$ cat config.mk
export PLATFORM = sky130hd
export DESIGN_NAME = motion_alarm_event_tracker
export DESIGN_NICKNAME = d
export VERILOG_FILES = /design/src/sv/maet_pkg.sv /design/src/sv/maet_div.sv /design/src/sv/maet_datapath.sv /design/src/sv/maet_ctrl.sv /design/src/sv/motion_alarm_event_tracker.sv
export VERILOG_INCLUDE_DIRS = /design/src /design/src/sv
export SDC_FILE = /design/constraint.sdc
export NUM_CORES = 1
export LEC_CHECK = 0
export BUFFER_PORTS_ARGS = -buffer_cell sky130_fd_sc_hd__clkbuf_2
export CAP_MARGIN = 20
export CORE_MARGIN = 2
export CORE_UTILIZATION = 35
export CTS_CLUSTER_SIZE = 12
export DETAILED_ROUTE_END_ITERATION = 10
export PLACE_DENSITY = 0.55
export SLEW_MARGIN = 25
export SYNTH_ARGS = -nofsm -noshare
export SYNTH_HDL_FRONTEND = slang
export SYNTH_SLANG_ARGS = --single-unit
export TNS_END_PERCENT = 20
$ cat constraint.sdc
create_clock -name aclk -period 16 [get_ports aclk]
set_input_delay 1.6 -clock aclk [delete_from_list [all_inputs] [get_ports aclk]]
set_output_delay 1.6 -clock aclk [all_outputs]
set_load 0.1 [all_outputs]
$ cat src/sv/motion_alarm_event_tracker_macros.svh
// Assertion macros used by the tracker controller.
// Both forms expect aclk and aresetn in scope.
`ifndef MOTION_ALARM_EVENT_TRACKER_MACROS_SVH
`define MOTION_ALARM_EVENT_TRACKER_MACROS_SVH
`ifndef SYNTHESIS
// antecedent implies consequent in the same cycle
`define MAET_ASSERT_IMP(lbl, ante, cons) \
    lbl: assert property (@(posedge aclk) disable iff (!aresetn) (ante) |-> (cons)) \
        else $error("assertion failed");
// antecedent implies consequent in the following cycle
`define MAET_ASSERT_NEXT(lbl, ante, cons) \
    lbl: assert property (@(posedge aclk) disable iff (!aresetn) (ante) |=> (cons)) \
        else $error("assertion failed");
`else
`define MAET_ASSERT_IMP(lbl, ante, cons)
`define MAET_ASSERT_NEXT(lbl, ante, cons)
`endif
`endif

$ cat src/sv/maet_pkg.sv
package maet_pkg;

    // alarm machine modes, encoded as reported on the output
    typedef enum logic [1:0] {
        MODE_IDLE     = 2'd0,
        MODE_PREALARM = 2'd1,
        MODE_ALARM    = 2'd2,
        MODE_ALERT    = 2'd3
    } mode_t;

    // input item kinds (s_tuser)
    localparam logic CMD_FRAME = 1'b0;
    localparam logic CMD_END   = 1'b1;

    // configuration register indexes
    localparam logic REG_THRESHOLD = 1'b0;
    localparam logic REG_POST      = 1'b1;

    localparam logic [7:0]  THRESHOLD_RESET = 8'd3;
    localparam logic [7:0]  CONS_MAX        = 8'hFF;
    localparam logic [15:0] AVG_MAX         = 16'hFFFF;

    // divider: one quotient bit per cycle
    localparam int DIV_W   = 32;
    localparam int DIV_CNT = $clog2(DIV_W);

    localparam int IN_W  = 48;
    localparam int OUT_W = 232;
    localparam int CFG_W = 16;

    // controller to datapath commands
    typedef struct packed {
        logic step;
        logic div_start;
        logic load_out;
    } ctrl_cmd_t;

    // datapath to controller status
    typedef struct packed {
        logic div_busy;
    } dp_status_t;

endpackage

$ cat src/sv/maet_div.sv
module maet_div (
    input  logic                        aclk,
    input  logic                        aresetn,
    input  logic                        start,
    input  logic [maet_pkg::DIV_W-1:0]  dividend,
    input  logic [maet_pkg::DIV_W-1:0]  divisor,
    output logic                        busy,
    output logic [15:0]                 quotient
);
    import maet_pkg::*;

    logic               busy_reg, busy_next;
    logic [DIV_CNT-1:0] cnt_reg, cnt_next;
    logic [DIV_W-1:0]   rem_reg, rem_next;
    logic [DIV_W-1:0]   quo_reg, quo_next;
    logic [DIV_W-1:0]   den_reg, den_next;
    logic [DIV_W:0]     shifted;
    logic [DIV_W:0]     trial;

    // restoring division, dividend shifts out of quo_reg as quotient shifts in
    always_comb begin
        busy_next = busy_reg;
        cnt_next  = cnt_reg;
        rem_next  = rem_reg;
        quo_next  = quo_reg;
        den_next  = den_reg;
        shifted   = {rem_reg, quo_reg[DIV_W-1]};
        trial     = shifted - {1'b0, den_reg};
        if (start) begin
            busy_next = 1'b1;
            cnt_next  = '0;
            rem_next  = '0;
            quo_next  = dividend;
            den_next  = divisor;
        end else if (busy_reg) begin
            if (!trial[DIV_W]) begin
                rem_next = trial[DIV_W-1:0];
                quo_next = {quo_reg[DIV_W-2:0], 1'b1};
            end else begin
                rem_next = shifted[DIV_W-1:0];
                quo_next = {quo_reg[DIV_W-2:0], 1'b0};
            end
            cnt_next = cnt_reg + 1'b1;
            if (cnt_reg == DIV_CNT'(DIV_W - 1)) begin
                busy_next = 1'b0;
            end
        end
    end

    always_ff @(posedge aclk) begin
        if (!aresetn) begin
            busy_reg <= 1'b0;
            cnt_reg  <= '0;
        end else begin
            busy_reg <= busy_next;
            cnt_reg  <= cnt_next;
        end
        rem_reg <= rem_next;
        quo_reg <= quo_next;
        den_reg <= den_next;
    end

    // zero divisor gives zero, large quotients saturate
    always_comb begin
        if (den_reg == '0) begin
            quotient = '0;
        end else if (quo_reg[DIV_W-1:16] != '0) begin
            quotient = AVG_MAX;
        end else begin
            quotient = quo_reg[15:0];
        end
    end

    assign busy = busy_reg;

endmodule

$ cat src/sv/maet_datapath.sv
module maet_datapath (
    input  logic                          aclk,
    input  logic                          aresetn,
    input  maet_pkg::ctrl_cmd_t           cmd,
    output maet_pkg::dp_status_t          status,
    input  logic                          cfg_valid,
    input  logic                          cfg_index,
    input  logic [maet_pkg::CFG_W-1:0]    cfg_data,
    input  logic                          s_tuser,
    input  logic [maet_pkg::IN_W-1:0]     s_tdata,
    output logic [maet_pkg::OUT_W-1:0]    m_tdata
);
    import maet_pkg::*;

    logic [7:0]  thr_reg;
    logic [15:0] post_reg;

    mode_t       mode_reg, mode_next;
    logic [7:0]  cons_reg, cons_next;
    logic [31:0] last_reg, last_next;
    logic        open_reg, open_next;
    logic [31:0] ef_reg, ef_next;
    logic [31:0] eaf_reg, eaf_next;
    logic [31:0] esum_reg, esum_next;
    logic [15:0] emax_reg, emax_next;
    logic [31:0] saf_reg, saf_next;
    logic [31:0] ssum_reg, ssum_next;
    logic [15:0] smax_reg, smax_next;
    logic        opened_reg, opened_next;
    logic        closed_reg, closed_next;
    logic [OUT_W-1:0] out_reg;

    logic        command;
    logic [15:0] score;
    logic [31:0] idx;
    logic [15:0] evt_avg;
    logic [15:0] tot_avg;
    logic        evt_busy;
    logic        tot_busy;

    assign command = s_tuser;
    assign score   = s_tdata[15:0];
    assign idx     = s_tdata[47:16];

    // configuration registers
    always_ff @(posedge aclk) begin
        if (!aresetn) begin
            thr_reg  <= THRESHOLD_RESET;
            post_reg <= '0;
        end else if (cfg_valid) begin
            case (cfg_index)
                REG_THRESHOLD: thr_reg  <= cfg_data[7:0];
                REG_POST:      post_reg <= cfg_data;
                default:       thr_reg  <= thr_reg;
            endcase
        end
    end

    // one alarm machine step per accepted item
    always_comb begin
        logic [7:0]  cons_inc;
        logic [31:0] since;
        logic        clear;
        mode_next   = mode_reg;
        cons_next   = cons_reg;
        last_next   = last_reg;
        open_next   = open_reg;
        ef_next     = ef_reg;
        eaf_next    = eaf_reg;
        esum_next   = esum_reg;
        emax_next   = emax_reg;
        saf_next    = saf_reg;
        ssum_next   = ssum_reg;
        smax_next   = smax_reg;
        opened_next = 1'b0;
        closed_next = 1'b0;
        cons_inc    = (cons_reg != CONS_MAX) ? cons_reg + 8'd1 : cons_reg;
        since       = idx - last_reg;
        clear       = 1'b0;
        if (command == CMD_END) begin
            if (open_reg) begin
                open_next   = 1'b0;
                closed_next = 1'b1;
            end
            mode_next = MODE_IDLE;
            cons_next = '0;
        end else if (score != '0) begin
            // scored frame
            saf_next  = saf_reg + 32'd1;
            ssum_next = ssum_reg + {16'd0, score};
            if (score > smax_reg) begin
                smax_next = score;
            end
            if (mode_reg == MODE_IDLE || mode_reg == MODE_PREALARM) begin
                cons_next = cons_inc;
                if (cons_inc >= thr_reg) begin
                    mode_next   = MODE_ALARM;
                    open_next   = 1'b1;
                    opened_next = 1'b1;
                    clear       = 1'b1;
                end else begin
                    mode_next = MODE_PREALARM;
                end
            end else if (mode_reg == MODE_ALERT) begin
                mode_next = MODE_ALARM;
            end
            if (mode_next == MODE_ALARM) begin
                last_next = idx;
            end
            if (open_next) begin
                ef_next   = (clear ? 32'd0 : ef_reg) + 32'd1;
                eaf_next  = (clear ? 32'd0 : eaf_reg) + 32'd1;
                esum_next = (clear ? 32'd0 : esum_reg) + {16'd0, score};
                if (clear || score > emax_reg) begin
                    emax_next = score;
                end
            end
        end else begin
            // unscored frame
            case (mode_reg)
                MODE_ALARM: begin
                    mode_next = MODE_ALERT;
                end
                MODE_ALERT: begin
                    if (since > {16'd0, post_reg}) begin
                        mode_next = MODE_IDLE;
                        cons_next = '0;
                        if (open_reg) begin
                            open_next   = 1'b0;
                            closed_next = 1'b1;
                        end
                    end else if (open_reg) begin
                        ef_next = ef_reg + 32'd1;
                    end
                end
                MODE_PREALARM: begin
                    mode_next = MODE_IDLE;
                    cons_next = '0;
                end
                default: begin
                    mode_next = mode_reg;
                end
            endcase
        end
    end

    // tracker state
    always_ff @(posedge aclk) begin
        if (!aresetn) begin
            mode_reg   <= MODE_IDLE;
            cons_reg   <= '0;
            last_reg   <= '0;
            open_reg   <= 1'b0;
            ef_reg     <= '0;
            eaf_reg    <= '0;
            esum_reg   <= '0;
            emax_reg   <= '0;
            saf_reg    <= '0;
            ssum_reg   <= '0;
            smax_reg   <= '0;
            opened_reg <= 1'b0;
            closed_reg <= 1'b0;
        end else if (cmd.step) begin
            mode_reg   <= mode_next;
            cons_reg   <= cons_next;
            last_reg   <= last_next;
            open_reg   <= open_next;
            ef_reg     <= ef_next;
            eaf_reg    <= eaf_next;
            esum_reg   <= esum_next;
            emax_reg   <= emax_next;
            saf_reg    <= saf_next;
            ssum_reg   <= ssum_next;
            smax_reg   <= smax_next;
            opened_reg <= opened_next;
            closed_reg <= closed_next;
        end
    end

    // averages, both dividers run side by side
    maet_div u_evt_div (
        .aclk     (aclk),
        .aresetn  (aresetn),
        .start    (cmd.div_start),
        .dividend (esum_reg),
        .divisor  (eaf_reg),
        .busy     (evt_busy),
        .quotient (evt_avg)
    );

    maet_div u_tot_div (
        .aclk     (aclk),
        .aresetn  (aresetn),
        .start    (cmd.div_start),
        .dividend (ssum_reg),
        .divisor  (saf_reg),
        .busy     (tot_busy),
        .quotient (tot_avg)
    );

    assign status.div_busy = evt_busy | tot_busy;

    // result register
    always_ff @(posedge aclk) begin
        if (cmd.load_out) begin
            out_reg <= {4'd0, tot_avg, smax_reg, ssum_reg, saf_reg,
                        evt_avg, emax_reg, esum_reg, eaf_reg, ef_reg,
                        closed_reg, opened_reg, mode_reg};
        end
    end

    assign m_tdata = out_reg;

endmodule

$ cat src/sv/maet_ctrl.sv
`include "motion_alarm_event_tracker_macros.svh"
module maet_ctrl (
    input  logic                   aclk,
    input  logic                   aresetn,
    input  logic                   s_tvalid,
    output logic                   s_tready,
    output logic                   m_tvalid,
    input  logic                   m_tready,
    output maet_pkg::ctrl_cmd_t    cmd,
    input  maet_pkg::dp_status_t   status
);
    import maet_pkg::*;

    typedef enum logic [1:0] {
        ST_IDLE,
        ST_START,
        ST_DIV,
        ST_DONE
    } state_t;

    state_t state_reg, state_next;
    logic   out_valid_reg, out_valid_next;

    // sequencing: step, start averages, wait, hand over result
    always_comb begin
        state_next     = state_reg;
        out_valid_next = out_valid_reg;
        cmd            = '0;
        if (out_valid_reg && m_tready) begin
            out_valid_next = 1'b0;
        end
        case (state_reg)
            ST_IDLE: begin
                if (s_tvalid) begin
                    cmd.step   = 1'b1;
                    state_next = ST_START;
                end
            end
            ST_START: begin
                cmd.div_start = 1'b1;
                state_next    = ST_DIV;
            end
            ST_DIV: begin
                if (!status.div_busy) begin
                    state_next = ST_DONE;
                end
            end
            ST_DONE: begin
                if (!out_valid_reg || m_tready) begin
                    cmd.load_out   = 1'b1;
                    out_valid_next = 1'b1;
                    state_next     = ST_IDLE;
                end
            end
            default: begin
                state_next = ST_IDLE;
            end
        endcase
    end

    always_ff @(posedge aclk) begin
        if (!aresetn) begin
            state_reg     <= ST_IDLE;
            out_valid_reg <= 1'b0;
        end else begin
            state_reg     <= state_next;
            out_valid_reg <= out_valid_next;
        end
    end

    assign s_tready = (state_reg == ST_IDLE);
    assign m_tvalid = out_valid_reg;

    // a waiting result is never overwritten
    `MAET_ASSERT_IMP(a_no_overwrite, cmd.load_out, !out_valid_reg || m_tready)
    // every step is followed by a divider start
    `MAET_ASSERT_NEXT(a_step_then_div, cmd.step, cmd.div_start)
    // dividers are busy right after being started
    `MAET_ASSERT_NEXT(a_div_runs, cmd.div_start, status.div_busy)

endmodule

$ cat src/sv/motion_alarm_event_tracker.sv
// Motion alarm event tracker.
// An accepted item steps the alarm machine, then ST_START starts the two side-by-side
// bit-serial average dividers, ST_DIV waits until neither is busy, and ST_DONE loads
// the result once the output is free; a new item is accepted only back in ST_IDLE.
// Reset (aresetn low, synchronous): mode idle, all counts and sums zero,
// alarm_threshold 3, post_event_frames 0, no result pending.
module motion_alarm_event_tracker (
    input  logic                        aclk,
    input  logic                        aresetn,
    // config: index 0 alarm_threshold (data[7:0]), 1 post_event_frames
    input  logic                        cfg_valid,
    output logic                        cfg_ready,
    input  logic                        cfg_index,
    input  logic [maet_pkg::CFG_W-1:0]  cfg_data,
    input  logic                        s_tvalid,
    output logic                        s_tready,
    // s_tuser: command
    input  logic                        s_tuser,
    // s_tdata: score[15:0], frame_index[47:16]
    input  logic [maet_pkg::IN_W-1:0]   s_tdata,
    output logic                        m_tvalid,
    input  logic                        m_tready,
    // m_tdata: machine_state, event_opened, event_closed, event_frames,
    // event_alarm_frames, event_total_score, event_max_score, event_avg_score,
    // stream scored frames, total_score, stream max score, total_avg_score, pad
    output logic [maet_pkg::OUT_W-1:0]  m_tdata
);
    import maet_pkg::*;

    ctrl_cmd_t  cmd;
    dp_status_t status;

    assign cfg_ready = 1'b1;

    maet_ctrl u_ctrl (
        .aclk     (aclk),
        .aresetn  (aresetn),
        .s_tvalid (s_tvalid),
        .s_tready (s_tready),
        .m_tvalid (m_tvalid),
        .m_tready (m_tready),
        .cmd      (cmd),
        .status   (status)
    );

    maet_datapath u_dp (
        .aclk      (aclk),
        .aresetn   (aresetn),
        .cmd       (cmd),
        .status    (status),
        .cfg_valid (cfg_valid),
        .cfg_index (cfg_index),
        .cfg_data  (cfg_data),
        .s_tuser   (s_tuser),
        .s_tdata   (s_tdata),
        .m_tdata   (m_tdata)
    );

endmodule

# Yosys cells after proc, flatten, opt, wreduce, memory -nomap -nowiden
# Index checks and enable logic that the tools add are counted.
[classes]
order_cmp = 4
reduce_logical = 33
n_eq_ne = 17
div = 0
shifts = 0
bitwise_logic = 4
n_mux = 70
multipliers = 0
n_addsub = 12
[ops]
columns = ["op", "count"]
rows = [
  ["2-to-1 mux 32 bit", 14],
  ["adder 32 x 1 -> 32 bit, second input constant", 4],
  ["subtractor 33 x 32 -> 33 bit", 2],
  ["adder 32 x 16 -> 32 bit", 2],
  ["logical NOT 32 bit", 2],
  ["nonzero test 16 bit", 3],
  ["2-to-1 mux 8 bit", 5],
  ["2-to-1 mux 1 bit", 35],
  ["> comparator 16 bit", 2],
  ["> comparator 32 x 16 -> 1 bit", 1],
  ["2-to-1 mux 16 bit", 2],
  ["subtractor 32 bit", 1],
  ["2-to-1 mux 2 bit", 11],
  ["case mux 8 bit (2 select lines)", 1],
  ["AND reduction 4 bit", 4],
  ["AND reduction 3 bit", 4],
  ["adder 5 x 1 -> 5 bit, second input constant", 2],
  ["== test 2 bit, second input constant", 5],
  ["== test 5 bit, second input constant", 2],
  ["adder 8 x 1 -> 8 bit, second input constant", 1],
  ["greater-or-equal comparator 8 bit", 1],
  ["inequality test 8 bit, second input constant", 1],
  ["case mux 2 bit (4 select lines)", 1],
  ["nonzero test 2 bit", 4],
  ["19 further kinds", 30],
]
[totals]
mem_bits_ro = 0
n_memories = 0
ff_bits = 696
in_bits = 71
ramBits = 0
latch_bits = 0

# Depth between registers and ports, before layout
# Gate-level depths: netlist of the first run.
[logic_depth]
ltp_word = 11
ltp_mapped = 31
depth_no_buf = 27

# By module
# Synthesis of the first run repeated with hierarchy kept, for this count alone.
[hier_totals]
cells_unflattened = 3688
hier_area_um2 = 35903.2
[modules_own_cells]
columns = ["module", "n_inst", "area_each_um2", "cells_each"]
rows = [
  ["maet_datapath", 1, 23120.9, 2335],
  ["maet_div (u_dp.u_tot_div)", 1, 6402.4, 680],
  ["maet_div (u_dp.u_evt_div)", 1, 6164.7, 650],
  ["maet_ctrl", 1, 203.9, 21],
  ["motion_alarm_event_tracker", 1, 11.3, 2],
]

# Worst setup path after synthesis of the first run
# OpenSTA, ideal clock, no wires.
[synth_path]
path_type = "input port to flip-flop"
from = "in m_tready"
to = "reg u_dp.out_reg[0] (netlist: u_dp.m_tdata[0]), enable pin"
stages = 2
t_required_ns = 15.152
n_path_buf = 0
path_slack_ns = 3.421
arrival_time_ns = 11.731
setup_ns = 0.848
cell_sequence = "nor2b_1 > nor2b_1"
[synth_rtl]
columns = ["item", "line", "text"]
rows = [
  ["start: declaration", "motion_alarm_event_tracker.sv:22", "input logic m_tready,"],
  ["end signal: assignment", "maet_datapath.sv:206", "out_reg <= {4'd0, tot_avg, smax_reg, ssum_reg, saf_reg,"],
  ["end: declaration", "maet_datapath.sv:31", "logic [OUT_W-1:0] out_reg;"],
]

# Worst setup path in the final report of the first run
[layout_path]
from = "reg u_dp.cons_reg[0]"
to = "reg u_dp.esum_reg[16]"
[layout_between]
elab_chain_cells = 9
[layout_lines]
columns = ["item", "line", "text"]
rows = [
  ["start: declaration", "maet_datapath.sv:19", "logic [7:0] cons_reg, cons_next;"],
  ["start signal: assignment", "maet_datapath.sv:165", "cons_reg <= cons_next;"],
  ["adder 8 x 1 -> 8 bit / inequality test 8 bit (equally long branches)", "maet_datapath.sv:77", "cons_inc = (cons_reg != CONS_MAX) ? cons_reg + 8'd1 : cons_reg;"],
  ["2-to-1 mux 8 bit (*)", "maet_datapath.sv:77", ""],
  ["greater-or-equal comparator 8 bit (*)", "maet_datapath.sv:96", "if (cons_inc >= thr_reg) begin"],
  ["2-to-1 mux 1 bit", "maet_datapath.sv:96", ""],
  ["2-to-1 mux 1 bit", "maet_datapath.sv:94", "if (mode_reg == MODE_IDLE || mode_reg == MODE_PREALARM) begin"],
  ["2-to-1 mux 1 bit", "maet_datapath.sv:87", "end else if (score != '0) begin"],
  ["2-to-1 mux 1 bit", "maet_datapath.sv:80", "if (command == CMD_END) begin"],
  ["2-to-1 mux 32 bit", "maet_datapath.sv:113", "esum_next = (clear ? 32'd0 : esum_reg) + {16'd0, score};"],
  ["adder 32 x 16 -> 32 bit", "maet_datapath.sv:113", ""],
  ["end signal: assignment", "maet_datapath.sv:170", "esum_reg <= esum_next;"],
  ["end: declaration", "maet_datapath.sv:24", "logic [31:0] esum_reg, esum_next;"],
]
# Every way passes the cells marked *; elsewhere a longest branch is shown, timed or not. The select of a mux whose other input is x is not followed.
# A chain may end at the register's enable or synchronous reset.

==> impl_metrics.ini, run 1 <==
[min_path]
min_from = u_dp.opened_reg
worstHoldPathCells = 0
hold_path_class = flop to flop
hold_path_end = u_dp.m_tdata[2]

[floorplanning]
num_io_pins = 306
die_area_um2 = 103000
start_util_pct = 35.3
rows = 116
die_height_um = 321
die_w_um = 321
core-area_um2 = 99900

[placed_design]
dpl.hpwl_um = 68300
place.gp.congestion = 0.862
portBuffers = 300

[synth]
yosysSeqAreaShare_pct = 49.7
ys_warn_count = 0
ys_async_sr_fraction_pct = 0
synth_top_area_cell = edfxtp_1
synth.distinct_cells = 83
synth_top_area_share_pct = 30.4
synth_top_flop_cell = edfxtp_1
synth-edff-count = 356
avgSynthCellArea_um2 = 9.86
ys_ff_latch = 696
synth_area_leaders = edfxtp_1 30%, dfxtp_1 19%, ha_1 6.9%, nand2_1 4.4%, nor2_1 3.5%
synth_area_um2 = 35200
synthesis.instances = 3571

[clock_tree]
worstSkewPairLatency_ps = 670
post-cts-setup-buffers = 0
cts_hold_buf = 0
cts-htree-levels = 3
cts_buffers = 83
cts_tree = built
cts.clk_slew.worst_paths_ps = 60
cts.repair.resized = 0
root_buffer = clkbuf_16
cts_sinks = 696
ctsLongestPathBuffers = 3

[routing]
vias = 27100
vias_per_cell = 5.21
detail_route.wl_per_cell_um = 18.7
ant_nets = 0
drt_iter0_drc = 1598
drt-pass1-iter-count = 5
drt-total-wl_um = 97300
drc_errors = 0

[pwr]
power_density_nw_per_um2 = 165
power.total_w = 0.00675
p_switching_w = 0.00249
p_leak_nw = 15.5
p_int_w = 0.00426
vdd_drop_max_uv = 94.3
p_seq_share_pct = 36.5
p_sw_share_pct = 36.9
comb_power_share_pct = 34.6
clkPwrFrac_pct = 28.9

[sta]
period_minus_slack_ps = 6770
fin_skew_ps = 28.2
layout_worst_path_cycle_share_pct = 42.3
max_freq_mhz = 148
hold_violations = 0
slew_violations = 0
worstMarginPinSlew_ps = 1020
relSlewSlack_pct = 31.1
finalSetupTns_ps = 0
rsz0062_at_grt = false
setup_viol = 0

[cells_and_area]
largest_register_ffs = 228
drive_gt1_share_pct = 14.4
layout_common_cells = 410 x nand2_1, 356 x edfxtp_1, 339 x dfxtp_1
area_growth_pct = 16.2
final_common_cell = nand2_1
final_nets = 4108

[global_route]
overflow = 0
antenna_found_initial = 2
first_global_vias = 26000
track_usage_pct = 18.6
grt_pass1_wl_um = 151000
grt_max_degree = 161

[setup_path]
reg2reg_depth = 27
critPathLaunchType = flop
timing.rr.start = u_dp.cons_reg[0]
required_ps = 16540
critPathCaptureType = flop
criticalPathCategory = flop to flop
crit_path_max_fanout = 36
arrival_ps = 7310
rrSetupSlack_ps = 9230
timing.rr.end = u_dp.esum_reg[16]

[flow_run]
drv_cap = 0

[status]
status = finished clean
==> logic make-up (layout without fill, tap and decap cells) <==
kind of cell	count (synthesis)	after routing	share of synthesized area, %
buf+inv	364	696	4.03
fa+ha+maj	200	200	7.22
simple gates	1266	1266	17.1
other cells	2	6	0.0213
xor+xnor	147	147	3.66
flops	696	696	49.7
compound gates	747	747	13.8
mux	149	149	4.47
==> metrics by stage <==
step	instance area, um2	utilization (%)	cells	hold WS [ps]	worst slack [ps]
2_1_floorplan	35200	-	3574	408	3420
3_3_place_gp	38000	38.1	5050	410	8850
3_5_place_dp	38000	38.1	5050	419	9050
4_1_cts	40900	40.9	5204	436	9320
5_1_grt	40900	40.9	5205	465	8630
6_report	40900	40.9	5205	434	9230
==> layer usage <==
layer  GRT usage [%]  part of all wire, %
met1            25.8                   48
met4            6.26                  2.7
met3            3.05                  4.4
met2            29.3                   45
met5               0                    0
==> synthesized netlist by cell type, types with 82 or more instances <==
library cell,number
a21oi_1,237
clkbuf_1,116
dfxtp_1,340
edfxtp_1,356
ha_1,195
inv_1,211
mux2i_1,82
nand2_1,410
nand3_1,98
nand4_1,82
nor2_1,326
o21ai_0,126
xnor2_1,88
==> cell type report <==
cell class	instances	area (um2)
multi-input cells	2514	16400
clock buffers	113	2260
flip-flops and latches	696	17500
inverters	213	812
clock inverters	41	554
well taps	1298	1620
fillers	9844	59000
diodes	1	2.50
repair buffers	329	1740
==> critical path: stages (launching register included) <==
cell       delay (ps)
dfxtp_1           400
ha_1              180
and2_1            230
nand3_1           280
mux2_2            370
ha_1              280
a21o_1            160
a21o_1            170
a21o_1            180
a21oi_1           290
o21ai_1           210
nand3_1           130
buf_4             360
and2_1            190
ha_1              150
inv_1              50
fa_1              400
nor2b_1           150
o21ai_0           100
a21boi_0          210
o21ai_0           130
a21boi_0          320
o2111ai_1         200
a31oi_1           340
a41oi_1           220
a21oi_1           460
a211oi_1          160
a311o_1           300
==> power by group through the flow <==
stage / Combinational [W] / Sequential [W] / Clock (W)
after floorplan: 0.00157 / 0.00274 / 0
after global placement: 0.00232 / 0.00249 / 0
after detailed placement: 0.00234 / 0.00249 / 0
after CTS: 0.00235 / 0.00246 / 0.00202
after global routing: 0.00259 / 0.00250 / 0.00208
final: 0.00234 / 0.00246 / 0.00195
==> worst max path at each step <==
stage | from | endpoint | cells past startpoint
after floorplan | m_tready | u_dp.m_tdata[0] | 2
after global placement | s_tdata[16] | u_dp.ef_reg[3] | 23
after detailed placement | s_tdata[16] | u_dp.ef_reg[5] | 23
after CTS | u_dp.cons_reg[0] | u_dp.esum_reg[16] | 27
after global routing | u_dp.cons_reg[3] | u_dp.esum_reg[16] | 28
final | u_dp.cons_reg[0] | u_dp.esum_reg[16] | 27
(Power assumes the default switching activity.)
==> inputs of run 2 (changes only) <==
--- a/config.mk
+++ b/config.mk
@@ -6,13 +6,14 @@
 export SDC_FILE = /design/constraint.sdc
 export NUM_CORES = 1
 export LEC_CHECK = 0
+export ABC_AREA = 1
 export BUFFER_PORTS_ARGS = -buffer_cell sky130_fd_sc_hd__clkbuf_2
 export CAP_MARGIN = 20
 export CORE_MARGIN = 2
 export CORE_UTILIZATION = 35
 export CTS_CLUSTER_SIZE = 12
 export DETAILED_ROUTE_END_ITERATION = 10
-export PLACE_DENSITY = 0.55
+export PLACE_DENSITY = 0.56
 export SLEW_MARGIN = 25
 export SYNTH_ARGS = -nofsm -noshare
 export SYNTH_HDL_FRONTEND = slang
==> constraint.sdc (replaced) <==
create_clock -name aclk -period 5.85 [get_ports aclk]
set_input_delay 0.585 -clock aclk [delete_from_list [all_inputs] [get_ports aclk]]
set_output_delay 0.585 -clock aclk [all_outputs]
set_load 0.1 [all_outputs]
==> run 2 against run 1 <==
Compared with the run above:
- combinational power grew to 3.2 times the previous value
- fmax grew 30%
- clock skew up 10 ps
- first-iteration DRC count is 28% higher
- critical path depth rose by 5
- sequential share of layout area is 1.6 points lower
- power grew to 2.9 times the previous value
- final cell count rose by 21%
- sequential power increased to 2.8 times the previous value
- routed wire length grew 8.7%
- largest power group is now combinational logic
==> impl_metrics.ini, run 2 <==
[sta]
fin_skew_ps = 38.4
period_minus_slack_ps = 5200
max_freq_mhz = 192
relSlewSlack_pct = 38.6
hold_violations = 0
layout_worst_path_cycle_share_pct = 89.0
setup_viol = 0
worstMarginPinSlew_ps = 919
finalSetupTns_ps = 0
slew_violations = 0
rsz0062_at_grt = false

[synth]
ys_async_sr_fraction_pct = 0
ys_top_cells_by_count = 1062 x nand2_1, 646 x inv_1, 420 x nor2_1
yosysMostFrequentCell = nand2_1
synth-edff-count = 356
synth_top_flop_cell = edfxtp_1
avgSynthCellArea_um2 = 8.03
ys_warn_count = 0
ys_ff_latch = 696
synth_top_area_share_pct = 29.1
synth_area_leaders = edfxtp_1 29%, dfxtp_1 19%, nand2_1 11%, ha_1 6.6%, inv_1 6.6%
synth.distinct_cells = 55
synthesis.instances = 4571
synth_top_area_cell = edfxtp_1
yosysSeqAreaShare_pct = 47.6
synth_area_um2 = 36700

[clock_tree]
post-cts-setup-buffers = 0
cts_tree = built
cts_sinks = 696
ctsLongestPathBuffers = 3
root_buffer = clkbuf_16
cts_buffers = 83
cts.clk_slew.worst_paths_ps = 60
cts-htree-levels = 3
worstSkewPairLatency_ps = 650

[setup_path]
crit_end = u_dp.esum_reg[28]
reg2reg_depth = 32
arrival_ps = 5790
crit_path_max_incr_delay_ps = 370
crit_path_max_fanout = 19
critPathCaptureType = flop
rrSetupSlack_ps = 650
critPathLaunchType = flop
timing.rr.end = u_dp.esum_reg[28]
timing.rr.start = u_dp.cons_reg[0]
criticalPathCategory = flop to flop
startpoint = u_dp.cons_reg[0]
crit_slowest_cell = dfxtp_1
required_ps = 6440

[placed_design]
dp.cells = 6156
portBuffers = 300
postPlaceCellArea_um2 = 39700
dpl.hpwl_um = 78400
place.gp.congestion = 0.925

[routing]
vias = 30800
ant_nets = 0
drt-total-wl_um = 106000
drt_iter0_drc = 2040
detail_route.wl_per_cell_um = 16.8
drt-pass1-iter-count = 5
drc_errors = 0
vias_per_cell = 4.88

[cells_and_area]
final_nets = 5132
multi_input_area_um2 = 16300
seq_area_um2 = 17500
final_common_cell = nand2_1
layout_common_cells = 1060 x nand2_1, 645 x inv_1, 418 x nor2_1
largest_register_ffs = 228
diodes = 0
drive_gt1_share_pct = 10.7
num-fill-cells = 10500
final_cell_count_no_fill = 6311
fin_area_um2 = 42400
postLayoutCoreUtil_pct = 40.9
area_growth_pct = 15.6

[floorplanning]
die_area_um2 = 108000
core-area_um2 = 104000
die_height_um = 328
die_w_um = 328
num_io_pins = 306
start_util_pct = 35.4
rows = 118

[global_route]
grt_pass1_wl_um = 162000
antenna_found_initial = 2
overflow = 0
first_global_vias = 28900
grt_max_degree = 121
gr-usage-met3_pct = 3.66
gr-usage-met1_pct = 24.8
grt_use_met2_pct = 31.9
track_usage_pct = 19.2
busiest_layer = met2

[flow_run]
drv_cap = 0

[pwr]
power.total_w = 0.0195
vdd_drop_max_uv = 347
power_density_nw_per_um2 = 459
p_leak_nw = 17.7

[min_path]
hold_path_class = primary input to flop

[status]
status = finished clean
## run 2: how the worst min path moves through the flow
stage | startpoint | to | slack, ps | cells past startpoint
floorplan | u_dp.closed_reg | u_dp.m_tdata[3] | 400 | 0
global placement | u_dp.smax_reg[5] | u_dp.m_tdata[201] | 410 | 0
detailed placement | u_dp.closed_reg | u_dp.m_tdata[3] | 410 | 0
CTS | cfg_data[1] | u_dp.thr_reg[1] | 130 | 3
global route | cfg_data[0] | u_dp.thr_reg[0] | 160 | 3
finish | cfg_data[0] | u_dp.thr_reg[0] | 170 | 3
## run 2: worst max-delay path: cells and delay by family, from the launching register on
kind / cells / cell delay [ps]
buf+inv: 8 / 800
flops: 1 / 370
simple gates: 12 / 1530
fa+ha+maj: 3 / 720
compound gates: 8 / 1520
xor+xnor: 1 / 190
## run 2: stage by stage
step	hold WS (ps)	setup slack [ps]
after CTS	128	348
after floorplan	403	823
after detailed placement	412	365
after global placement	414	498
final	175	645
after global routing	159	69.5
## run 2: logic make-up (layout without fill, tap and decap cells)
| logic type | Yosys count | count (layout) | share of synthesized area (%) |
|---|---|---|---|
| adder cells (fa/ha/maj) | 200 | 200 | 6.92 |
| other | 2 | 5 | 0.0204 |
| AND/OR/NAND/NOR | 1921 | 1921 | 21.9 |
| flip-flops | 696 | 696 | 47.6 |
| XOR/XNOR | 108 | 108 | 2.58 |
| buffers and inverters | 780 | 1137 | 8.32 |
| AO/OA/AOI/OAI | 864 | 864 | 12.6 |
## run 2: power by group
part | switching, W | internal [W]
combinational | 0.00549 | 0.00195
sequential | 0.000509 | 0.00633
clock | 0.00217 | 0.00304
total | 0.00817 | 0.0113
## run 2: cell type report
cell class / instances / area share [%]
Clock inverter: 47 / 1.13
Sequential cell: 696 / 41.2
Tap cell: 1380 / 4.07
Inverter: 653 / 5.78
Clock buffer: 108 / 5.38
Timing Repair Buffer: 329 / 4.10
Multi-Input combinational cell: 3098 / 38.3
## run 2: per-layer routing
| metal | routed length (um) | share of wire [%] | vias to the layer above |
|---|---|---|---|
| met5 | 0 | 0 | - |
| met4 | 3570 | 3.4 | 0 |
| met3 | 5610 | 5.3 | 167 |
| met2 | 49600 | 47 | 656 |
| met1 | 47000 | 44 | 14200 |
| li1 | - | - | 15700 |
## run 2: what timing repair did
item / CTS / global route
gates resized for setup: 0 / 5
endpoints found under the setup margin: 0 / 6
hold buffers: 0 / 0
==> inputs of run 3 (changes only) <==
--- a/config.mk
+++ b/config.mk
@@ -6,7 +6,6 @@
 export SDC_FILE = /design/constraint.sdc
 export NUM_CORES = 1
 export LEC_CHECK = 0
-export ABC_AREA = 1
 export BUFFER_PORTS_ARGS = -buffer_cell sky130_fd_sc_hd__clkbuf_2
 export CAP_MARGIN = 20
 export CORE_MARGIN = 2
==> run 3 against run 2 <==
Compared with the run above:
- clock-buffer cell count is 1 higher
- fmax fell by 3.2%
- setup slack got worse by 170 ps
- clock skew is 13 ps lower
- global-route usage decreased by 0.64 points
- combinational power shrank 14%
- final cell count shrank 17%
- register-to-register slack got worse by 170 ps
- sequential cell count is the same
- sequential power fell by 2%
- routed wire length fell by 8.2%
- sequential share of layout area increased by 1.5 points
- largest cell class unchanged
==> impl_metrics.ini, run 3 (same netlist as run 1, synthesis figures left out) <==
[status]
status = finished clean

[clock_tree]
cts.clk_slew.worst_paths_ps = 60
root_buffer = clkbuf_16
cts-htree-levels = 3
ctsLongestPathBuffers = 3
cts_buffers = 84
worstSkewPairLatency_ps = 660
cts_tree = built
cts_sinks = 696
cts_hold_buf = 0

[floorplanning]
die_area_um2 = 103000
die_height_um = 321
core-area_um2 = 99900
die_w_um = 321
rows = 116
num_io_pins = 306
start_util_pct = 35.3

[routing]
drt_iter0_drc = 1774
drt-total-wl_um = 97100
vias_per_cell = 5.19
drc_errors = 0
drt-pass1-iter-count = 5
detail_route.wl_per_cell_um = 18.6
vias = 27100
ant_nets = 0

[pwr]
p_leak_nw = 15.6
power.total_w = 0.0182
power_density_nw_per_um2 = 444
vdd_drop_max_uv = 233

[sta]
hold_violations = 0
finalSetupTns_ps = 0
fin_skew_ps = 25.2
period_minus_slack_ps = 5380
relSlewSlack_pct = 34.2
worstMarginPinSlew_ps = 984
slew_violations = 0
max_freq_mhz = 186
layout_worst_path_cycle_share_pct = 91.9
setup_slack_ps = 475
setup_viol = 0

[cells_and_area]
largest_register_ffs = 228
postLayoutCoreUtil_pct = 41.0
final_cell_count_no_fill = 5226
area_growth_pct = 16.3
final_nets = 4128
multi_input_area_um2 = 16400
num-fill-cells = 9740
final_common_cell = nand2_1
drive_gt1_share_pct = 15.3
seq_area_um2 = 17500
diodes = 0
layout_common_cells = 410 x nand2_1, 356 x edfxtp_1, 339 x dfxtp_1

[global_route]
grt_pass1_wl_um = 151000
grt_max_degree = 119
overflow = 0
antenna_found_initial = 2
track_usage_pct = 18.6
first_global_vias = 25900

[setup_path]
cp_common_cell = a21o_1
crit_path_max_incr_delay_ps = 440
crit_slowest_cell = fa_1
criticalPathCategory = flop to flop
critPathCaptureType = flop
required_ps = 6390
crit_path_max_fanout = 15
critPathLaunchType = flop
arrival_ps = 5920

[min_path]
hold_path_class = primary input to flop

[placed_design]
pre_cts_slack_ps = 25.0
portBuffers = 300
dpl.hpwl_um = 68700
place.gp.congestion = 0.845
dp.cells = 5065

[flow_run]
drv_cap = 0
run 3: cell types whose count changed in the layout (fill, tap and decap cells not counted), sizes merged, moves of 36 or more:
cell    previous run  this run
xnor2             48        88
a21oi            389       238
inv              656       215
nor2             435       326
nand2b             0        37
nor2b              0        40
nand3            225        98
nand2           1075       410
a21o              14        55
and2               5        41
a211oi             3        55
o21ai            358       132
mux2i              0        82
mux2               0        67
run 3: per-stage QoR:
stage / instance area, um2 / hold slack, ps
floorplan: 35200 / 408
global placement: 38200 / 426
detailed placement: 38200 / 442
CTS: 40800 / 117
global route: 40900 / 154
finish: 40900 / 163
run 3: what timing repair did:
| action | CTS | global route |
|---|---|---|
| resized for setup | 0 | 13 |
| buffers inserted | 0 | 3 |
| endpoints found under the setup margin | 0 | 17 |
run 3: layout make-up:
class                           instances  area share, %
Sequential cell                       696           42.7
Multi-Input combinational cell       2514           40.1
Clock buffer                          109           5.59
Timing Repair Buffer                  348           4.69
Tap cell                             1298           3.97
Inverter                              213           1.97
Clock inverter                         48          0.917
run 3: worst paths after layout:
check,start,end,slack [ps],cells after the start
min,cfg_data[9],u_dp.post_reg[9],160,3
max,u_dp.cons_reg[0],u_dp.esum_reg[16],470,25
min reg2reg,u_dp.last_reg[12],u_dp.last_reg[12],450,2
max reg2reg,u_dp.cons_reg[0],u_dp.esum_reg[16],470,25
run 3: power by group:
part           internal (W)  switching, W
combinational       0.00230       0.00411
clock               0.00287       0.00216
sequential          0.00618      0.000542
run 3: metal layers:
| layer | up-vias | wire (um) | part of all wire [%] | GRT usage [%] |
|---|---|---|---|---|
| li1 | 13500 | - | - | - |
| met1 | 13000 | 46200 | 48 | 25.7 |
| met2 | 479 | 44600 | 46 | 29.8 |
| met3 | 123 | 4150 | 4.3 | 2.97 |
| met4 | 2 | 2120 | 2.2 | 5.42 |
| met5 | - | 16 | 0.016 | 0 |
run 3: worst max-delay path, delay by kind of cell, from the launching register on:
family / cells / cell delay, ps
AND/OR/NAND/NOR: 5 / 710
buffers and inverters: 1 / 210
adder cells (fa/ha/maj): 3 / 920
flip-flops: 1 / 340
AO/OA/AOI/OAI: 15 / 2750
multiplexers: 1 / 350
